### src/hw/rtl/cfd_pkg.sv
// ----------------------------------------------------------------------------
// cfd_pkg
// Shared types and constants for the checksummed frame deframer.
// ----------------------------------------------------------------------------
`timescale 1ns / 1ps

package cfd_pkg;

  // Framing bytes
  localparam logic [7:0] StartZero = 8'h00;
  localparam logic [7:0] StartFf   = 8'hFF;

  // Parser phase, one-hot
  typedef enum logic [5:0] {
    PH_HUNT0  = 6'b000001,
    PH_HUNTFF = 6'b000010,
    PH_LEN    = 6'b000100,
    PH_LCS    = 6'b001000,
    PH_DATA   = 6'b010000,
    PH_DCS    = 6'b100000
  } phase_e;

  // Result word kind
  typedef enum logic [1:0] {
    KIND_PAYLOAD = 2'd0,
    KIND_GOOD    = 2'd1,
    KIND_BAD     = 2'd2
  } kind_e;

endpackage

### src/hw/rtl/checksummed_frame_deframer.sv
// ----------------------------------------------------------------------------
// checksummed_frame_deframer
// Hunts 00 FF start codes, checks the length checksum, streams payload words
// with their index and closes each nonempty frame with a good/bad checksum word.
// ----------------------------------------------------------------------------
// Path: an accepted input word passes the input register, then the result
//   register, which holds its result word if the word yields one.
// Throughput: one word per cycle while no result word is stalled; the phase
//   update is one short step between the registers, so back-to-back words are taken.
// Reset: rst_ni clears the parser to hunting the first 0x00 and empties both
//   stages; payload registers are not reset.
`timescale 1ns / 1ps

module checksummed_frame_deframer import cfd_pkg::*; (
  input  logic       clk_i,
  input  logic       rst_ni,
  input  logic       in_valid_i,
  output logic       in_stall_o,
  input  logic [7:0] rx_byte_i,
  output logic       out_valid_o,
  input  logic       out_stall_i,
  output logic [1:0] out_kind_o,
  output logic [7:0] out_byte_o,
  output logic [7:0] out_index_o,
  output logic [7:0] frame_length_o
);

  // Input stage
  logic       in_vld_q;
  logic [7:0] in_byte_q;

  // Parser state
  phase_e     phase_q, phase_d;
  logic [7:0] left_q, left_d;
  logic [7:0] sum_q, sum_d;
  logic [7:0] count_q, count_d;
  logic [7:0] len_q, len_d;

  // Result stage
  logic       out_vld_q;
  kind_e      kind_q, kind_d;
  logic [7:0] obyte_q, obyte_d;
  logic [7:0] oidx_q, oidx_d;
  logic [7:0] olen_q;
  logic       emit_d;

  logic       out_free;
  logic       adv;
  logic       in_take;
  logic [7:0] left_dec;
  logic [7:0] sum_add;

  // Handshake: the input stage moves on whenever the result register is free
  assign out_free   = !out_vld_q || !out_stall_i;
  assign adv        = in_vld_q && out_free;
  assign in_stall_o = in_vld_q && !out_free;
  assign in_take    = in_valid_i && !in_stall_o;

  assign left_dec = left_q - 8'd1;
  assign sum_add  = sum_q + in_byte_q;

  // Frame parser step
  always_comb begin
    phase_d = phase_q;
    left_d  = left_q;
    sum_d   = sum_q;
    count_d = count_q;
    len_d   = len_q;
    emit_d  = 1'b0;
    kind_d  = KIND_PAYLOAD;
    obyte_d = 8'h00;
    oidx_d  = 8'h00;
    case (phase_q)
      PH_HUNTFF: begin
        if (in_byte_q == StartFf) begin
          phase_d = PH_LEN;
        end else if (in_byte_q != StartZero) begin
          phase_d = PH_HUNT0;
        end
      end
      PH_LEN: begin
        len_d   = in_byte_q;
        phase_d = PH_LCS;
      end
      PH_LCS: begin
        if (8'(len_q + in_byte_q) == 8'h00) begin
          left_d  = len_q;
          sum_d   = 8'h00;
          count_d = 8'h00;
          phase_d = (len_q == 8'h00) ? PH_HUNTFF : PH_DATA;
        end else begin
          phase_d = PH_HUNT0;
        end
      end
      PH_DATA: begin
        emit_d  = 1'b1;
        kind_d  = KIND_PAYLOAD;
        obyte_d = in_byte_q;
        oidx_d  = count_q;
        count_d = count_q + 8'd1;
        sum_d   = sum_add;
        left_d  = left_dec;
        if (left_dec == 8'h00) begin
          phase_d = PH_DCS;
        end
      end
      PH_DCS: begin
        emit_d  = 1'b1;
        sum_d   = sum_add;
        kind_d  = (sum_add == 8'h00) ? KIND_GOOD : KIND_BAD;
        phase_d = PH_HUNT0;
      end
      default: begin
        // first-zero hunt
        phase_d = (in_byte_q == StartZero) ? PH_HUNTFF : PH_HUNT0;
      end
    endcase
  end

  // Control registers
  always_ff @(posedge clk_i or negedge rst_ni) begin
    if (!rst_ni) begin
      in_vld_q  <= 1'b0;
      out_vld_q <= 1'b0;
      phase_q   <= PH_HUNT0;
      left_q    <= 8'h00;
      sum_q     <= 8'h00;
      count_q   <= 8'h00;
      len_q     <= 8'h00;
    end else begin
      if (in_take) begin
        in_vld_q <= 1'b1;
      end else if (adv) begin
        in_vld_q <= 1'b0;
      end
      if (adv) begin
        phase_q   <= phase_d;
        left_q    <= left_d;
        sum_q     <= sum_d;
        count_q   <= count_d;
        len_q     <= len_d;
        out_vld_q <= emit_d;
      end else if (out_free) begin
        out_vld_q <= 1'b0;
      end
    end
  end

  // Payload registers
  always_ff @(posedge clk_i) begin
    if (in_take) begin
      in_byte_q <= rx_byte_i;
    end
    if (adv && emit_d) begin
      kind_q  <= kind_d;
      obyte_q <= obyte_d;
      oidx_q  <= oidx_d;
      olen_q  <= len_d;
    end
  end

  assign out_valid_o    = out_vld_q;
  assign out_kind_o     = kind_q;
  assign out_byte_o     = obyte_q;
  assign out_index_o    = oidx_q;
  assign frame_length_o = olen_q;

endmodule

### config.mk
export PLATFORM = sky130hd
export DESIGN_NAME = checksummed_frame_deframer
export DESIGN_NICKNAME = d
export VERILOG_FILES = /design/src/hw/rtl/cfd_pkg.sv /design/src/hw/rtl/checksummed_frame_deframer.sv
export SDC_FILE = /design/constraint.sdc
export NUM_CORES = 1
export LEC_CHECK = 0
export BUFFER_PORTS_ARGS = -buffer_cell sky130_fd_sc_hd__buf_2
export CAP_MARGIN = 15
export CORE_ASPECT_RATIO = 0.6
export CORE_MARGIN = 2
export CORE_UTILIZATION = 40
export CTS_BUF_LIST = sky130_fd_sc_hd__clkbuf_4 sky130_fd_sc_hd__clkbuf_8
export DETAILED_ROUTE_END_ITERATION = 16
export PLACE_DENSITY_LB_ADDON = 0.08
export SLEW_MARGIN = 20
export SYNTH_ARGS = -nofsm -noshare
export SYNTH_HDL_FRONTEND = slang
export SYNTH_SLANG_ARGS = --single-unit
### constraint.sdc
create_clock -name clk_i -period 6.4 [get_ports clk_i]
set_input_delay 0.32 -clock clk_i [delete_from_list [all_inputs] [get_ports clk_i]]
set_output_delay 0.32 -clock clk_i [all_outputs]
set_load 0.03 [all_outputs]
==> impl_metrics.tcl <==
set metrics [dict create \
    synthCells 362 \
    fin_crit_ns 3.47 \
    setup_viol 0 \
    gp_congestion 0.824 \
    syn_area_um2 3910 \
    drive_above_1_share_pct 20.9 \
    drv_cap 0 \
    dieWidth_um 132 \
    grt_usage_pct 19.4 \
    h-tree-depth 3 \
    tritoncts "done" \
    finClkSkew_ns 0.0114 \
    rrSetupSlack_ns 2.93 \
    maxSlewViolCount 0 \
    wl_per_cell_um 17.6 \
    initial_core_util_pct 42.0 \
    synthFlopType "dfrtp_1" \
    cts_sinks 74 \
    multi_input_area_um2 1760 \
    fin_nets 432 \
    cts-resized-gates 0 \
    drt-initial-drc-count 172 \
    ys_warn_count 0 \
    dp.cells 520 \
    cts_buffers 9 \
    synthTopCellsByArea "edfxtp_1 (26%), dfrtp_1 (25%), ha_1 (5.4%)" \
    root_buffer "clkbuf_8" \
    syn-num-nets 393 \
    ys_ff_latch 74 \
    final_cells 536 \
    hold_viol 0 \
    peakVddDrop_uv 110 \
    num_vias 2866 \
    fin_crit_sh_pct 54.2 \
    antenna_found_initial 0 \
    drc 0 \
    timing.critical_path.fanout_max 9 \
    outcome "completed" \
    diodes 0 \
    io_pins 40 \
    post-cts-setup-buffers 0 \
    synth_edf_count 34 \
    clock_path_buffers 2 \
    rsz0062_at_grt "no" \
    areaGrowthSynthToFinish_pct 13.0 \
    total_power_w 0.000951 \
    max_slew.worst_pin.slew_ns 0.954 \
    startpoint_type "register" \
    synth.top_cell.area_share_pct 26.1 \
    seq_area_frac_synth_pct 51.7 \
    regArea_um2 2020 \
    p_leak_nw 2.09 \
    tns_ns 0 \
    clock.fmax_mhz 288 \
    synth_cell_types 56 \
    drtAntennaViolNets 0 \
    syn_avg_cell_area_um2 10.8 \
    firstDrtPassIters 4 \
    grt_pass1_wl_um 15400 \
    std_cell_rows 27 \
    worstSetupPathType "register to register" \
    endpoint_kind "register" \
    gr-total-overflow 0 \
    power.density_nw_per_um2 215 \
    clkLatencyLatePin_ns 0.37 \
    cts-hold-fix-buffers 0 \
    clk_pin_slew_worst_paths_ns 0.09 \
    yosysTopAreaCell "edfxtp_1" \
    routed_wl_um 9460 \
    grt_start_max_net_pins 41 \
    die_h_um 80.6 \
    dp_hpwl_um 6760 \
    dieArea_um2 10600 \
    arrival_ns 3.73 \
    coreArea_um2 9320 \
    synth-async-reset-ratio_pct 54.1 \
    avgViaCountPerCell 5.35 \
    grt_pass1_vias 2753 \
    hp-class "input pin to asynchronous set/reset pin" \
    fill_cells 873 \
    max_slew_margin_pct 35.9 \
    port_buffers 39 \
    required_ns 6.67 \
    layout_common_cells "nand2_1 (39), dfrtp_1 (39), buf_2 (39)" \
]
[routing by layer]
metal | global-route usage, % | up-vias | wire length [µm]
met4 | 5.22 | 0 | 74
met2 | 24.6 | 80 | 3430
met1 | 31.1 | 1370 | 5360
li1 | - | 1410 | -
met3 | 5.56 | 6 | 596
met5 | 0 | - | 0
[cells in the mapped netlist, drive strengths merged (10+ instances only)]
library cell,number
nand2,40
dfrtp,39
edfxtp,34
nor2,23
a21oi,19
inv,18
ha,17
nand3,17
mux2,14
nor3,12
o21ai,12
and3,10
[final cells by class]
class	instances	share of cell area, %
Sequential cell	74	45.7
Multi-Input combinational cell	258	39.8
Timing Repair Buffer	40	4.58
Tap cell	130	3.68
Clock buffer	9	2.80
Clock inverter	7	1.87
Inverter	18	1.53
[cells by family after synthesis]
logic type	count (synthesis)	synth area share, %
and+or+nand+nor	133	17.3
AOI/OAI and AO/OA	75	13.3
DFF	74	51.7
buffers and inverters	30	3.29
adders and majority gates	19	6.46
muxes	17	4.80
xor gates and xnor gates	14	3.13
[per-stage QoR]
stage	hold WS, ns	instance area (µm²)	setup WS (ns)	utilization, %
2_1_floorplan	0.0244	3910	3.55	-
5_1_grt	0.111	4420	2.63	47.4
4_1_cts	0.118	4420	2.82	47.4
6_report	0.0943	4420	2.93	47.4
3_3_place_gp	0.452	4220	2.97	45.2
3_5_place_dp	0.460	4220	2.83	45.2
[path summary, 6_finish.rpt]
kind,startpoint,endpoint,cells after the start
setup / recovery,in_byte_q[0],sum_q[2],9
hold / removal,rst_ni,in_vld_q,1
setup reg to reg,in_byte_q[0],sum_q[2],9
hold reg to reg,left_q[7],left_q[7],1
max in group asynchronous,rst_ni,phase_q[4],1
min in group clk_i,rx_byte_i[6],in_byte_q[6],1
[critical path, cell delays in order (launching register included)]
cell      delay [ns]
edfxtp_1        0.52
ha_1            0.29
fa_1            0.42
a21o_1          0.19
a221oi_1        0.31
xnor2_1         0.16
nand3_1         0.16
nor4_2          0.75
o21ai_2         0.27
a22o_1          0.29
[flip-flops by register name (all words and copies together) (netlist names)]
| name | cells |
|---|---|
| count_q | 8 |
| frame_length_o | 8 |
| in_byte_q | 8 |
| in_vld_q | 1 |
| left_q | 8 |
| len_q | 8 |
| out_byte_o | 8 |
| out_index_o | 8 |
| out_kind_o | 2 |
| out_valid_o | 1 |
| phase_q | 6 |
| sum_q | 8 |
[power by group]
| part | switching, W | internal [W] | leakage, nW |
|---|---|---|---|
| sequential | 0.0000134 | 0.000501 | 0.884 |
| combinational | 0.0000327 | 0.0000184 | 1.11 |
| clock | 0.000199 | 0.000187 | 0.0988 |
Note: power is estimated with default switching activity, not from simulation.
